$ cat config.mk
export PLATFORM = sky130hd
export DESIGN_NAME = lrpg_front
export DESIGN_NICKNAME = d
export VERILOG_FILES = /design/src/hw/rtl/lrpg_pkg.sv /design/src/hw/rtl/lrpg_front.sv
export SDC_FILE = /design/constraint.sdc
export NUM_CORES = 1
export LEC_CHECK = 0
export BUFFER_PORTS_ARGS = -buffer_cell sky130_fd_sc_hd__buf_2
export CORE_ASPECT_RATIO = 1.5
export CORE_MARGIN = 2
export CORE_UTILIZATION = 38
export CTS_CLUSTER_SIZE = 30
export DETAILED_ROUTE_END_ITERATION = 8
export PLACE_DENSITY_LB_ADDON = 0.25
export SLEW_MARGIN = 20
export SYNTH_ARGS = -nofsm -noshare
export SYNTH_HDL_FRONTEND = slang
export SYNTH_SLANG_ARGS = --single-unit
$ cat constraint.sdc
create_clock -name clk -period 3 [get_ports clk]
set_clock_uncertainty 0.15 [all_clocks]
set_input_delay 0.15 -clock clk [delete_from_list [all_inputs] [get_ports clk]]
set_output_delay 0.15 -clock clk [all_outputs]
set_load 0.03 [all_outputs]
$ cat src/hw/rtl/lrpg_pkg.sv
// ----------------------------------------------------------------------------
// lrpg_pkg: shared types and constants
// Types and fixed constants of the polynomial logistic-regression step.
// ----------------------------------------------------------------------------
package lrpg_pkg;

  localparam int unsigned DataW = 32;
  localparam int unsigned IdxW  = 6;

  localparam logic signed [31:0] CoeffX1Reset = 32'sd40297642;
  localparam logic signed [31:0] CoeffX3Reset = -32'sd27367831;
  localparam logic signed [31:0] OneQ24       = 32'sd16777216;

  localparam logic [1:0] RegCoeffX1 = 2'd0;
  localparam logic [1:0] RegCoeffX3 = 2'd1;
  localparam logic [1:0] RegCoeffX5 = 2'd2;
  localparam logic [1:0] RegCoeffX7 = 2'd3;

  localparam logic OpTheta  = 1'b0;
  localparam logic OpSample = 1'b1;

  // Request passed from the front to the back through the queue.
  typedef struct packed {
    logic                    op;
    logic [IdxW-1:0]         index;
    logic signed [DataW-1:0] value;
    logic                    last_in_row;
    logic                    last_in_batch;
  } req_t;

  typedef enum logic [3:0] {
    ST_IDLE,
    ST_DOT,
    ST_DOT_ADD,
    ST_POLY,
    ST_POLY_WAIT,
    ST_GRAD,
    ST_GRAD_WAIT,
    ST_UPD,
    ST_LOAD,
    ST_DIV,
    ST_EMIT
  } state_t;

  function automatic logic signed [31:0] sat32(input logic signed [79:0] v);
    if (v > 80'sd2147483647) return 32'sh7fffffff;
    else if (v < -80'sd2147483648) return 32'sh80000000;
    else return v[31:0];
  endfunction

  function automatic logic signed [47:0] sat48(input logic signed [79:0] v);
    if (v > 80'sd140737488355327) return 48'sh7fffffffffff;
    else if (v < -80'sd140737488355328) return 48'sh800000000000;
    else return v[47:0];
  endfunction

endpackage

$ cat src/hw/rtl/lrpg_front.sv
// ----------------------------------------------------------------------------
// lrpg_front: input stage and coefficient registers
// Accepts requests into the queue and holds configuration.
// ----------------------------------------------------------------------------
module lrpg_front (
  input  logic               clk,
  input  logic               rst,
  input  logic               in_valid,
  output logic               in_ready,
  input  lrpg_pkg::req_t     in_req,
  input  logic               q_full,
  output logic               q_push,
  output lrpg_pkg::req_t     q_data,
  input  logic               cfg_we,
  input  logic [1:0]         cfg_index,
  input  logic [31:0]        cfg_data,
  output logic signed [31:0] coeff_x1,
  output logic signed [31:0] coeff_x3,
  output logic signed [31:0] coeff_x5,
  output logic signed [31:0] coeff_x7
);

  assign in_ready = !q_full;
  assign q_push   = in_valid && !q_full;
  assign q_data   = in_req;

  always_ff @(posedge clk) begin
    if (rst) begin
      coeff_x1 <= lrpg_pkg::CoeffX1Reset;
      coeff_x3 <= lrpg_pkg::CoeffX3Reset;
      coeff_x5 <= '0;
      coeff_x7 <= '0;
    end else if (cfg_we) begin
      case (cfg_index)
        lrpg_pkg::RegCoeffX1: coeff_x1 <= cfg_data;
        lrpg_pkg::RegCoeffX3: coeff_x3 <= cfg_data;
        lrpg_pkg::RegCoeffX5: coeff_x5 <= cfg_data;
        lrpg_pkg::RegCoeffX7: coeff_x7 <= cfg_data;
        default: ;
      endcase
    end
  end

endmodule

==> results.sh <==
export IMPL_outcome="completed"
export IMPL_slowest_delay_ns=0.72
export IMPL_hold_class="input pin to flip-flop"
export IMPL_hold_violations=0
export IMPL_p_sw_mw=1.096
export IMPL_fin_crit_sh_pct=43.55
export IMPL_final_common_cell="buf_2"
export IMPL_grt_max_degree=72
export IMPL_drive_above_1_share_pct=30.48
export IMPL_path_buf_inv=2
export IMPL_startpoint_type="input pin"
export IMPL_worstSetupPathType="input pin to flip-flop"
export IMPL_slew_violations=0
export IMPL_dp_cells=817
export IMPL_cap_viol_max_count=0
export IMPL_regArea_mm2=0.002562
export IMPL_wirelength_um=14070
export IMPL_seqPwrFrac_pct=40.0
export IMPL_yosysWarnings=0
export IMPL_num_vias=4034
export IMPL_num_antenna_cells=0
export IMPL_path_clk_slew_ns=0.06
export IMPL_dr_pass1_iters=4
export IMPL_multi_input_area_mm2=0.002366
export IMPL_cts_tree="done"
export IMPL_die_height_um=150.6
export IMPL_cp_end_kind="flip-flop"
export IMPL_die_width_um=101.8
export IMPL_finalSetupViolations=0
export IMPL_crit_slowest_cell="nor3b_4"
export IMPL_ctsLongestPathBuffers=2
export IMPL_antenna_found_initial=0
export IMPL_instances_no_fill=881
export IMPL_syn_cell_area_mm2=0.005446
export IMPL_fmax_mhz=765.5
export IMPL_fin_util_pct=50.45
export IMPL_clk_latency_ns=0.41
export IMPL_first_iter_violations=98
export IMPL_hpwl_um=9907
export IMPL_port_buffers=168
export IMPL_cts_buffers=17
export IMPL_grt_setup_unrepaired="false"
export IMPL_synthDistinctLibCells=16
export IMPL_postSynthCellCount=524
export IMPL_cellInternalPower_mw=3.383
export IMPL_arrival_ns=1.49
export IMPL_sw_frac_of_total_pct=24.48
export IMPL_power_frac_comb_pct=10.5
export IMPL_cts_repair_resized=0
export IMPL_fp_dieArea_mm2=0.01533
export IMPL_p_leak_nw=3.402
export IMPL_first_global_vias=4125
export IMPL_fin_nets=756
export IMPL_num_rows=53
export IMPL_final_cell_mix="buf_2, mux2i_1, dfxtp_1, nand2b_1, nor2_1"
export IMPL_cp_data_required_time_ns=3.19
export IMPL_fin_crit_ns=1.306
export IMPL_power_density_mw_per_mm2=634.6
export IMPL_clock_sink_count=128
export IMPL_crit_chain="buf_2 > nor3b_4 > buf_12 > mux2i_1"
export IMPL_grt_pass1_wl_um=21660
export IMPL_fillerInstances=1318
export IMPL_place_gp_congestion=0.7292
export IMPL_io_pins=251
export IMPL_relSlewSlack_pct=37.41
export IMPL_area_growth_syn_to_layout_pct=29.61
export IMPL_cts_root_buffer="clkbuf_16"
export IMPL_ir_drop_uv=292.6
export IMPL_synth_nets=604
export IMPL_worstMarginPinSlew_ns=0.9361
export IMPL_avgSynthCellArea_um2=10.39
export IMPL_ant_nets=0
export IMPL_totalNegativeSetupSlack_ns=0
export IMPL_drc_errors=0
export IMPL_yosysSeqAreaShare_pct=47.05
export IMPL_gr_total_overflow=0
export IMPL_synth_seq_cells=128
export IMPL_wl_per_cell_um=15.97
export IMPL_clkPwrFrac_pct=49.4
export IMPL_track_usage_pct=18.76
export IMPL_viasPerCell=4.579
export IMPL_cts_setup_buffers=0
export IMPL_worstPathMaxFanout=13
export IMPL_htree_num_levels=4
export IMPL_core_area_mm2=0.01399
export IMPL_cp_top_family="simple AND/OR/NAND/NOR gates"
export IMPL_initial_core_util_pct=38.93
cell type report:
type	instances	share of cell area (%)
flip-flops and latches	128	36.30
multi-input cells	320	33.52
repair buffers	208	17.69
clock buffers	19	6.416
well taps	192	3.403
clock inverters	13	2.623
inverters	1	0.05317
cells in the mapped netlist (all sizes together):
| cell type | number | share of area, % |
|---|---|---|
| nand3b | 2 | 0.28 |
| inv | 1 | 0.069 |
| dfxtp | 128 | 47 |
| mux2i | 128 | 24 |
| or3b | 1 | 0.16 |
| buf | 62 | 8.5 |
| clkbuf | 13 | 0.90 |
| nor3b | 1 | 0.34 |
| and3b | 2 | 0.32 |
| nand2b | 127 | 15 |
| nor2b | 1 | 0.11 |
| nand3 | 1 | 0.18 |
| nor2 | 57 | 3.9 |
worst paths after layout:
path / start / endpoint / slack (ns) / cells past startpoint
worst min-delay path: cfg_index[0] / coeff_x1[9] / 0.07 / 3
worst max-delay path: cfg_we / coeff_x1[17] / 1.69 / 4
worst max register to register: coeff_x3[13] / coeff_x3[13] / 2.21 / 2
worst min register to register: coeff_x7[28] / coeff_x7[28] / 0.32 / 2
tightest hold or removal path, delay by kind of cell:
family / cells / cell delay [ns]
buf+inv: 1 / 0.16
mux: 1 / 0.14
simple gates: 1 / 0.13
stage by stage:
stage	setup WS, ns	power, mW	hold slack [ns]	cell area (um^2)
2_1_floorplan	1.793	2.237	0.1672	5446
3_3_place_gp	1.362	2.266	0.1502	6101
3_5_place_dp	1.288	2.275	0.1502	6101
4_1_cts	1.685	4.530	0.05707	7059
5_1_grt	1.613	4.635	0.08661	7059
6_report	1.694	4.480	0.07403	7059
power by group through the flow:
stage	registers, mW	clock network, mW	logic (mW)
2_1_floorplan	1.95	0	0.290
5_1_grt	1.80	2.33	0.506
3_3_place_gp	1.83	0	0.437
6_report	1.79	2.21	0.471
4_1_cts	1.79	2.26	0.478
3_5_place_dp	1.83	0	0.445
sequential cells by signal, summed over array words and instances (netlist names):
signal	flops
coeff_x1	32
coeff_x3	32
coeff_x5	32
coeff_x7	32
what timing repair did:
item,4_1_cts,5_1_grt
hold endpoints to repair,126,0
hold buffers,32,0
setup endpoints to repair,0,0
kinds of logic after synthesis:
logic type,Yosys count,share of synthesized area (%)
flip-flops,128,47.05
buffers and inverters,76,9.511
AND/OR/NAND/NOR,192,19.92
multiplexers,128,23.52
per-layer routing:
metal	track usage, %	vias to the layer above	share of wire [%]
met2	32.24	121	51
li1	-	1962	-
met3	5.014	58	5.5
met4	11.76	0	5.0
met5	0	-	0
met1	20.02	1893	38
No activity file was read; power rests on OpenSTA's default activity.
