--- src/hw/rtl/lrpg_pkg.sv ---
// ----------------------------------------------------------------------------
// lrpg_pkg: shared types and constants
// Types and fixed constants of the polynomial logistic-regression step.
// ----------------------------------------------------------------------------
package lrpg_pkg;

  localparam int unsigned DataW = 32;
  localparam int unsigned IdxW  = 6;

  localparam logic signed [31:0] CoeffX1Reset = 32'sd40297642;
  localparam logic signed [31:0] CoeffX3Reset = -32'sd27367831;
  localparam logic signed [31:0] OneQ24       = 32'sd16777216;

  localparam logic [1:0] RegCoeffX1 = 2'd0;
  localparam logic [1:0] RegCoeffX3 = 2'd1;
  localparam logic [1:0] RegCoeffX5 = 2'd2;
  localparam logic [1:0] RegCoeffX7 = 2'd3;

  localparam logic OpTheta  = 1'b0;
  localparam logic OpSample = 1'b1;

  // Request passed from the front to the back through the queue.
  typedef struct packed {
    logic                    op;
    logic [IdxW-1:0]         index;
    logic signed [DataW-1:0] value;
    logic                    last_in_row;
    logic                    last_in_batch;
  } req_t;

  typedef enum logic [3:0] {
    ST_IDLE,
    ST_DOT,
    ST_DOT_ADD,
    ST_POLY,
    ST_POLY_WAIT,
    ST_GRAD,
    ST_GRAD_WAIT,
    ST_UPD,
    ST_LOAD,
    ST_DIV,
    ST_EMIT
  } state_t;

  function automatic logic signed [31:0] sat32(input logic signed [79:0] v);
    if (v > 80'sd2147483647) return 32'sh7fffffff;
    else if (v < -80'sd2147483648) return 32'sh80000000;
    else return v[31:0];
  endfunction

  function automatic logic signed [47:0] sat48(input logic signed [79:0] v);
    if (v > 80'sd140737488355327) return 48'sh7fffffffffff;
    else if (v < -80'sd140737488355328) return 48'sh800000000000;
    else return v[47:0];
  endfunction

endpackage

--- src/hw/rtl/lrpg_queue.sv ---
// ----------------------------------------------------------------------------
// lrpg_queue: request queue
// Two-entry queue between front and back.
// ----------------------------------------------------------------------------
module lrpg_queue (
  input  logic          clk,
  input  logic          rst,
  input  logic          push,
  input  lrpg_pkg::req_t push_data,
  output logic          full,
  input  logic          pop,
  output logic          not_empty,
  output lrpg_pkg::req_t pop_data
);

  lrpg_pkg::req_t mem [2];
  logic       wr_ptr;
  logic       rd_ptr;
  logic [1:0] count;

  assign full      = (count == 2'd2);
  assign not_empty = (count != 2'd0);
  assign pop_data  = mem[rd_ptr];

  always_ff @(posedge clk) begin
    if (push) mem[wr_ptr] <= push_data;
  end

  always_ff @(posedge clk) begin
    if (rst) begin
      wr_ptr <= 1'b0;
      rd_ptr <= 1'b0;
      count  <= 2'd0;
    end else begin
      if (push) wr_ptr <= ~wr_ptr;
      if (pop) rd_ptr <= ~rd_ptr;
      count <= count + {1'b0, push} - {1'b0, pop};
    end
  end

  a_no_overflow: assert property (@(posedge clk) disable iff (rst) full |-> !push)
    else $error("queue push while full");
  a_no_underflow: assert property (@(posedge clk) disable iff (rst) !not_empty |-> !pop)
    else $error("queue pop while empty");
  a_count: assert property (@(posedge clk) disable iff (rst)
    (push && !pop && count == 2'd0) |=> count == 2'd1)
    else $error("queue count slip");

endmodule

--- config.mk ---
export PLATFORM = sky130hd
export DESIGN_NAME = lrpg_queue
export DESIGN_NICKNAME = d
export VERILOG_FILES = /design/src/hw/rtl/lrpg_pkg.sv /design/src/hw/rtl/lrpg_queue.sv
export SDC_FILE = /design/constraint.sdc
export NUM_CORES = 1
export LEC_CHECK = 0
export BUFFER_PORTS_ARGS = -buffer_cell sky130_fd_sc_hd__buf_2
export CAP_MARGIN = 20
export CORE_ASPECT_RATIO = 0.7
export CORE_MARGIN = 2
export CORE_UTILIZATION = 47
export CTS_CLUSTER_DIAMETER = 200
export DETAILED_ROUTE_END_ITERATION = 10
export PLACE_DENSITY = 0.82
export SETUP_SLACK_MARGIN = 0.05
export SYNTH_ARGS = -nofsm -noshare
export SYNTH_HDL_FRONTEND = slang
export SYNTH_SLANG_ARGS = --single-unit
--- constraint.sdc ---
create_clock -name clk -period 2.65 [get_ports clk]
set_clock_uncertainty 0.15 [all_clocks]
set_input_delay 0.265 -clock clk [delete_from_list [all_inputs] [get_ports clk]]
set_output_delay 0.265 -clock clk [all_outputs]
set_load 0.01 [all_outputs]
==> out/summary.txt, run 1 <==
Outcome - completed
Combinational power share - 15.2%
Vias in the first global route - 1830
Area of the multi-input gates - 732 µm²
Crit path kind - reg2out
RR Startpoint - wr_ptr
Core area - 6850 µm²
Maxcap violations - 0
Drt first pass iters - 4
Max VDD drop - 436 µV
End of the worst register-to-register path - mem[0][18]
Flop2flop setup slack - 1040 ps
CTS tree - done
First-pass GRT wire length - 8830 µm
Largest net degree at the start of global routing - 42
PortBufs - 87
Mapped cell area - 3380 µm²
Final GP Congestion - 0.685
Clock latency on the worst-skew pair - 340 ps
Critical path endpoint - pop_data[40]
Slew margin rel. - 63.5%
# fillers - 477
CTS root buffer - clkbuf_8
Syn_nets - 196
Leak - 1.83 nW
Register bit total from synthesis - 87
H-tree Lvls - 3
Clock buffer depth - 2
IO Pins - 88
Final design area excluding fillers - 4520 µm²
Netlist cell types - 14
Routed WL - 5790 µm
Hold path depth - 3
Worst r2r path cells - 2
Crit path DAT - 1550 ps
CTS Sinks - 87
Max Freq - 0.509 GHz
Switching Share - 21.0%
Avg WL per Cell - 14.9 µm
CP max FO - 21
Sequential Power Share - 54.0%
Setup TNS - 0 ps
Overflow after GRT - 0
Initial Util - 49.4%
Switching pwr - 0.000634 W
Crit share post-route - 74.1%
Routed Antenna Nets - 0
Least-Margin Pin Slew - 548 ps
Row cnt - 25
Warnings, synthesis - 0
Final nets - 336
Post-Syn Area per Cell - 22.7 µm²
Layout cells sized above 1 - 50.7%
Routed vias - 1775
Final Hold Viols - 0
Resize count post-CTS - 0
Syn Inst Count - 149
Min Tclk post-route - 1960 ps
CP Capture Type - primary output
Tot GR Track Use - 15.4%
RSZ-0062 raised after global routing - false
DIE AREA - 7910 µm²
Startpoint Class - flop
First DRT Iteration DRCs - 29
Register area share after synthesis - 75.7%
Width of the die - 105 µm
Max-slew violation count - 0
Clock power frac - 30.8%
Number of CTS-inserted buffers - 9
Post-route DRC - 0
ANT cells - 0
Internal power - 0.00238 W
Via density - 4.57
CP Data Required Time - 2240 ps
Worst min path class - in2reg
FF+latch area - 2560 µm²
Worst-path clk slew - 80 ps
Layout area overhead - 33.5%
Cell area power density - 668 nW/µm²
Final setup fails - 0
Die height - 75 µm
Placed instance area - 3890 µm²
Initial antenna violation count - 0
## logic make-up (layout without fill, tap and decap cells)
group / count (synthesis) / in the layout / synth area share, %
flops: 87 / 87 / 75.7
mux: 41 / 41 / 18.1
simple gates: 9 / 9 / 1.37
buf+inv: 7 / 152 / 2.92
xor+xnor: 3 / 3 / 1.18
fa+ha+maj: 2 / 2 / 0.739
## synthesized netlist by cell type, drive strengths merged
| cell type | instances | area (µm²) |
|---|---|---|
| nor2 | 4 | 15.0 |
| edfxtp | 82 | 2460 |
| inv | 2 | 7.51 |
| dfxtp | 5 | 100 |
| buf | 5 | 91.3 |
| or2 | 1 | 6.26 |
| xnor2 | 2 | 17.5 |
| nor2b | 3 | 18.8 |
| xnor3 | 1 | 22.5 |
| ha | 2 | 25.0 |
| and2 | 1 | 6.26 |
| mux2 | 41 | 612 |
## power by group through the flow
stage                     sequential [W]  clock, W  combinational, W
final                            0.00163  0.000930          0.000459
after global routing             0.00164   0.00101          0.000494
after CTS                        0.00163  0.000953          0.000463
after detailed placement         0.00166         0          0.000412
after global placement           0.00165         0          0.000407
after floorplan                  0.00165         0          0.000286
## sequential cells by signal (all words and copies together), names as in the netlist, named ones only
register	flops
mem	82
rd_ptr	1
count	2
wr_ptr	1
## layout make-up
type,count,share of cell area [%]
Timing Repair Buffer,134,19.8
Clock buffer,11,2.91
Tap cell,94,2.60
Sequential cell,87,56.7
Clock inverter,5,1.61
Multi-Input combinational cell,55,16.2
Inverter,2,0.166
## metrics by stage
step | hold WS, ps | worst slack [ps] | std cells | utilization, % | power [W]
finish | 57.7 | 687 | 388 | 66.0 | 0.00302
global route | 69.0 | 626 | 388 | 66.0 | 0.00314
CTS | 44.5 | 674 | 388 | 66.0 | 0.00304
detailed placement | 306 | 958 | 330 | 56.8 | 0.00207
global placement | 303 | 989 | 330 | 56.8 | 0.00206
floorplan | 187 | 676 | 149 | - | 0.00194
## placed cells by master, fill, tap and decap left out, drive strengths merged
cell type | netlist | layout
dlygate4sd3 | 0 | 42
dfxtp | 5 | 5
xnor2 | 2 | 2
inv | 2 | 2
xnor3 | 1 | 1
clkbuf | 0 | 11
nor2b | 3 | 3
mux2 | 41 | 41
buf | 5 | 92
or2 | 1 | 1
and2 | 1 | 1
ha | 2 | 2
bufinv | 0 | 2
clkinv | 0 | 3
edfxtp | 82 | 82
nor2 | 4 | 4
## worst min path at each step
stage,slack [ps],start,endpoint
after floorplan,190,rst,count[0]
after CTS,40,pop,rd_ptr
final,60,pop,rd_ptr
after global routing,70,pop,rd_ptr
after detailed placement,310,push_data[19],mem[0][19]
after global placement,300,push_data[31],mem[1][31]
## repair_timing
item                      in CTS  in global routing
buffers inserted               0                  0
hold endpoints to repair      86                  0
hold buffers                  42                  0
## per-layer routing
metal,track usage (%),wire length (µm),vias to the layer above
met3,7.36,423,6
met2,26.4,2860,63
met5,0,0,-
li1,-,-,850
met1,18.2,2460,856
met4,3.11,48,0
## worst max-delay path, stage by stage, from the launching register on
cell	delay [ps]
dfxtp_2	320
buf_4	350
mux2_2	390
buf_2	140
(Power assumes the default switching activity.)
==> run 2: changes to the inputs <==
- clock period: 2.65 -> 1.61 ns (I/O delays scaled with it)
==> run 2 against run 1 <==
  * The run now ends with negative setup slack left
  * Hold slack better by 330 ps
  * Die area unchanged
  * Combinational power up 110%
  * Critical path depth unchanged
  * Global-route usage up 2.0 points
  * Critical path type unchanged
  * Largest power group unchanged
==> out/summary.txt, run 2 (synthesis results as in run 1) <==
Min Tclk post-route - 1740 ps
First-pass GRT wire length - 10000 µm (+14%)
Outcome - finished with violations
Global routing's busiest layer - met2
Met3 GRT Util - 6.23% (-1.1 points)
Most frequent cells in the layout - 82 x edfxtp_1, 45 x dlygate4sd3_1, 45 x buf_2, 41 x mux2_4, 41 x buf_6
CP Data Required Time - 1300 ps (-940 ps)
Dpl ws - 205 ps (-753 ps)
Die height - 75 µm (unchanged)
Crit share post-route - 108%
Cell area power density - 1070 nW/µm² (+61%)
Maxcap violations - 0 (unchanged)
Hold path depth - 2 (-1)
Final nets - 339 (+0.89%)
Final WS setup - -125 ps (-812 ps)
Flop2flop setup slack - 190 ps (-850 ps)
Top flop regs - mem (82), count (2)
Layout Cells excl Fill - 391 (+0.77%)
Crit path DAT - 1420 ps (-130 ps)
ANT cells - 0 (unchanged)
DIE AREA - 7910 µm² (unchanged)
CTS root buffer - clkbuf_8
# fillers - 429 (-10%)
Internal power - 0.00411 W (+72%)
Clock power frac - 30.6% (-0.2 points)
CP Capture Type - primary output
Initial antenna violation count - 0 (unchanged)
Worst-path clk slew - 90 ps (about the same)
Max FFs per register - 82 (unchanged)
RR Startpoint - count[0]
Biggest register - mem
CP max FO - 15 (-29%)
Sequential Power Share - 51.0% (-3.0 points)
Clock latency on the worst-skew pair - 340 ps (about the same)
Slew margin rel. - 83.9% (+20 points)
Worst min path class - in2reg
Vias in the first global route - 2046 (+12%)
Routed WL - 6310 µm (+9.0%)
Row cnt - 25 (unchanged)
Tot GR Track Use - 17.4% (+2.0 points)
Layout cells sized above 1 - 52.2% (+1.5 points)
Max VDD drop - 809 µV (+85%)
Max-slew violation count - 0 (unchanged)
PortBufs - 87 (unchanged)
Inst Count DP - 330 (unchanged)
Max Freq - 0.576 GHz
Least-Margin Pin Slew - 242 ps (-306 ps)
Final setup fails - 41 (+41)
Combinational power share - 18.5% (+3.3 points)
Most common cell after layout, fill and taps aside - edfxtp_1
Routed Antenna Nets - 0 (unchanged)
Largest net degree at the start of global routing - 42 (unchanged)
Number of CTS-inserted buffers - 9 (unchanged)
Startpoint Class - flop
Avg WL per Cell - 16.1 µm (+8.1%)
Via density - 4.69 (+2.6%)
Crit path kind - reg2out
Width of the die - 105 µm (unchanged)
Hold EP - mem[1][10]
IO Pins - 88 (unchanged)
Initial Util - 49.4% (unchanged)
Overflow after GRT - 0 (unchanged)
Worst r2r path cells - 6 (+4)
End of the worst register-to-register path - count[1]
Final Hold Viols - 0 (unchanged)
RSZ-0062 raised after global routing - true
Leak - 1.97 nW (+7.8%)
Core Util, Final - 71.7% (+5.7 points)
Failing checks - negative setup slack
H-tree Lvls - 3 (unchanged)
Final GP Congestion - 0.653 (-4.7%)
Drt first pass iters - 4 (unchanged)
Grt met2 use - 31.0% (+4.6 points)
Post-route DRC - 0 (unchanged)
Routed vias - 1835 (+3.4%)
CTS Sinks - 87 (unchanged)
First DRT Iteration DRCs - 58 (+100%)
Layout area overhead - 45.1%
Switching Share - 22.0% (+0.97 points)
HP Start - push_data[10]
Core area - 6850 µm² (unchanged)
CTS tree - done
Switching pwr - 0.00116 W (+83%)
Clock buffer depth - 2 (unchanged)
Met1 usage - 19.9% (+1.7 points)
Total setup buffers inserted after CTS - 0 (unchanged)
-- run 2: changes by cell type in the layout (fill, tap and decap cells not counted), moves of 2 or more --
cell | previous run | this run
buf_2 | 87 | 45
buf_6 | 0 | 41
buf_12 | 0 | 4
buf_4 | 5 | 1
dlygate4sd3_1 | 42 | 45
clkbuf_1 | 2 | 0
clkinv_1 | 2 | 0
clkinv_4 | 0 | 2
-- run 2: how the worst max path moves through the flow --
stage                  start      endpoint  slack, ps  cells past startpoint
floorplan             wr_ptr     mem[1][0]         80                      1
global route            flop   pop_data[6]       -170                      3
detailed placement  count[0]      count[1]        210                      6
global placement        flop   pop_data[6]        230                      3
finish                  flop  pop_data[27]       -130                      3
CTS                     flop   pop_data[6]       -150                      3
-- run 2: what timing repair did --
item | in CTS | in global routing
cloned | 1 | 0
resized for setup | 44 | 5
pin swaps | 0 | 1
setup endpoints to repair | 41 | 43
hold buffers | 45 | 0
endpoints found under the hold margin | 87 | 0
-- run 2: critical path, stage by stage, from the launching register on --
cell	delay, ps
dfxtp_4	430
buf_12	190
mux2_4	330
buf_6	120
-- run 2: stage by stage --
stage	instance area, µm²	TNS (ps)	total power [W]	hold WS (ps)
2_1_floorplan	3390	0	0.00319	82.6
3_3_place_gp	3930	0	0.00341	198
3_5_place_dp	3930	0	0.00344	202
4_1_cts	4890	-5210	0.00530	355
5_1_grt	4910	-6300	0.00548	366
6_report	4910	-4160	0.00527	384
-- run 2: power groups by stage --
stage,logic [W],registers (W),clock network (W)
after global placement,0.000690,0.00272,0
after CTS,0.000961,0.00269,0.00166
final,0.000972,0.00269,0.00161
after floorplan,0.000473,0.00272,0
after global routing,0.00104,0.00270,0.00174
after detailed placement,0.000703,0.00273,0
-- run 2: final cells by class --
type                    count  area (µm²)  share of cell area, %
multi-input cells          55         746                   15.2
inverters                   2        7.51                  0.153
repair buffers            137        1250                   25.5
clock buffers               9         124                   2.52
clock inverters             7        96.3                   1.96
flip-flops and latches     87        2570                   52.3
well taps                  94         118                   2.40
-- run 2: routing by layer --
metal  wire length [µm]  up-vias
li1                   -      862
met1               2600      888
met2               3160       75
met3                467       10
met4                 88        0
met5                  0        -
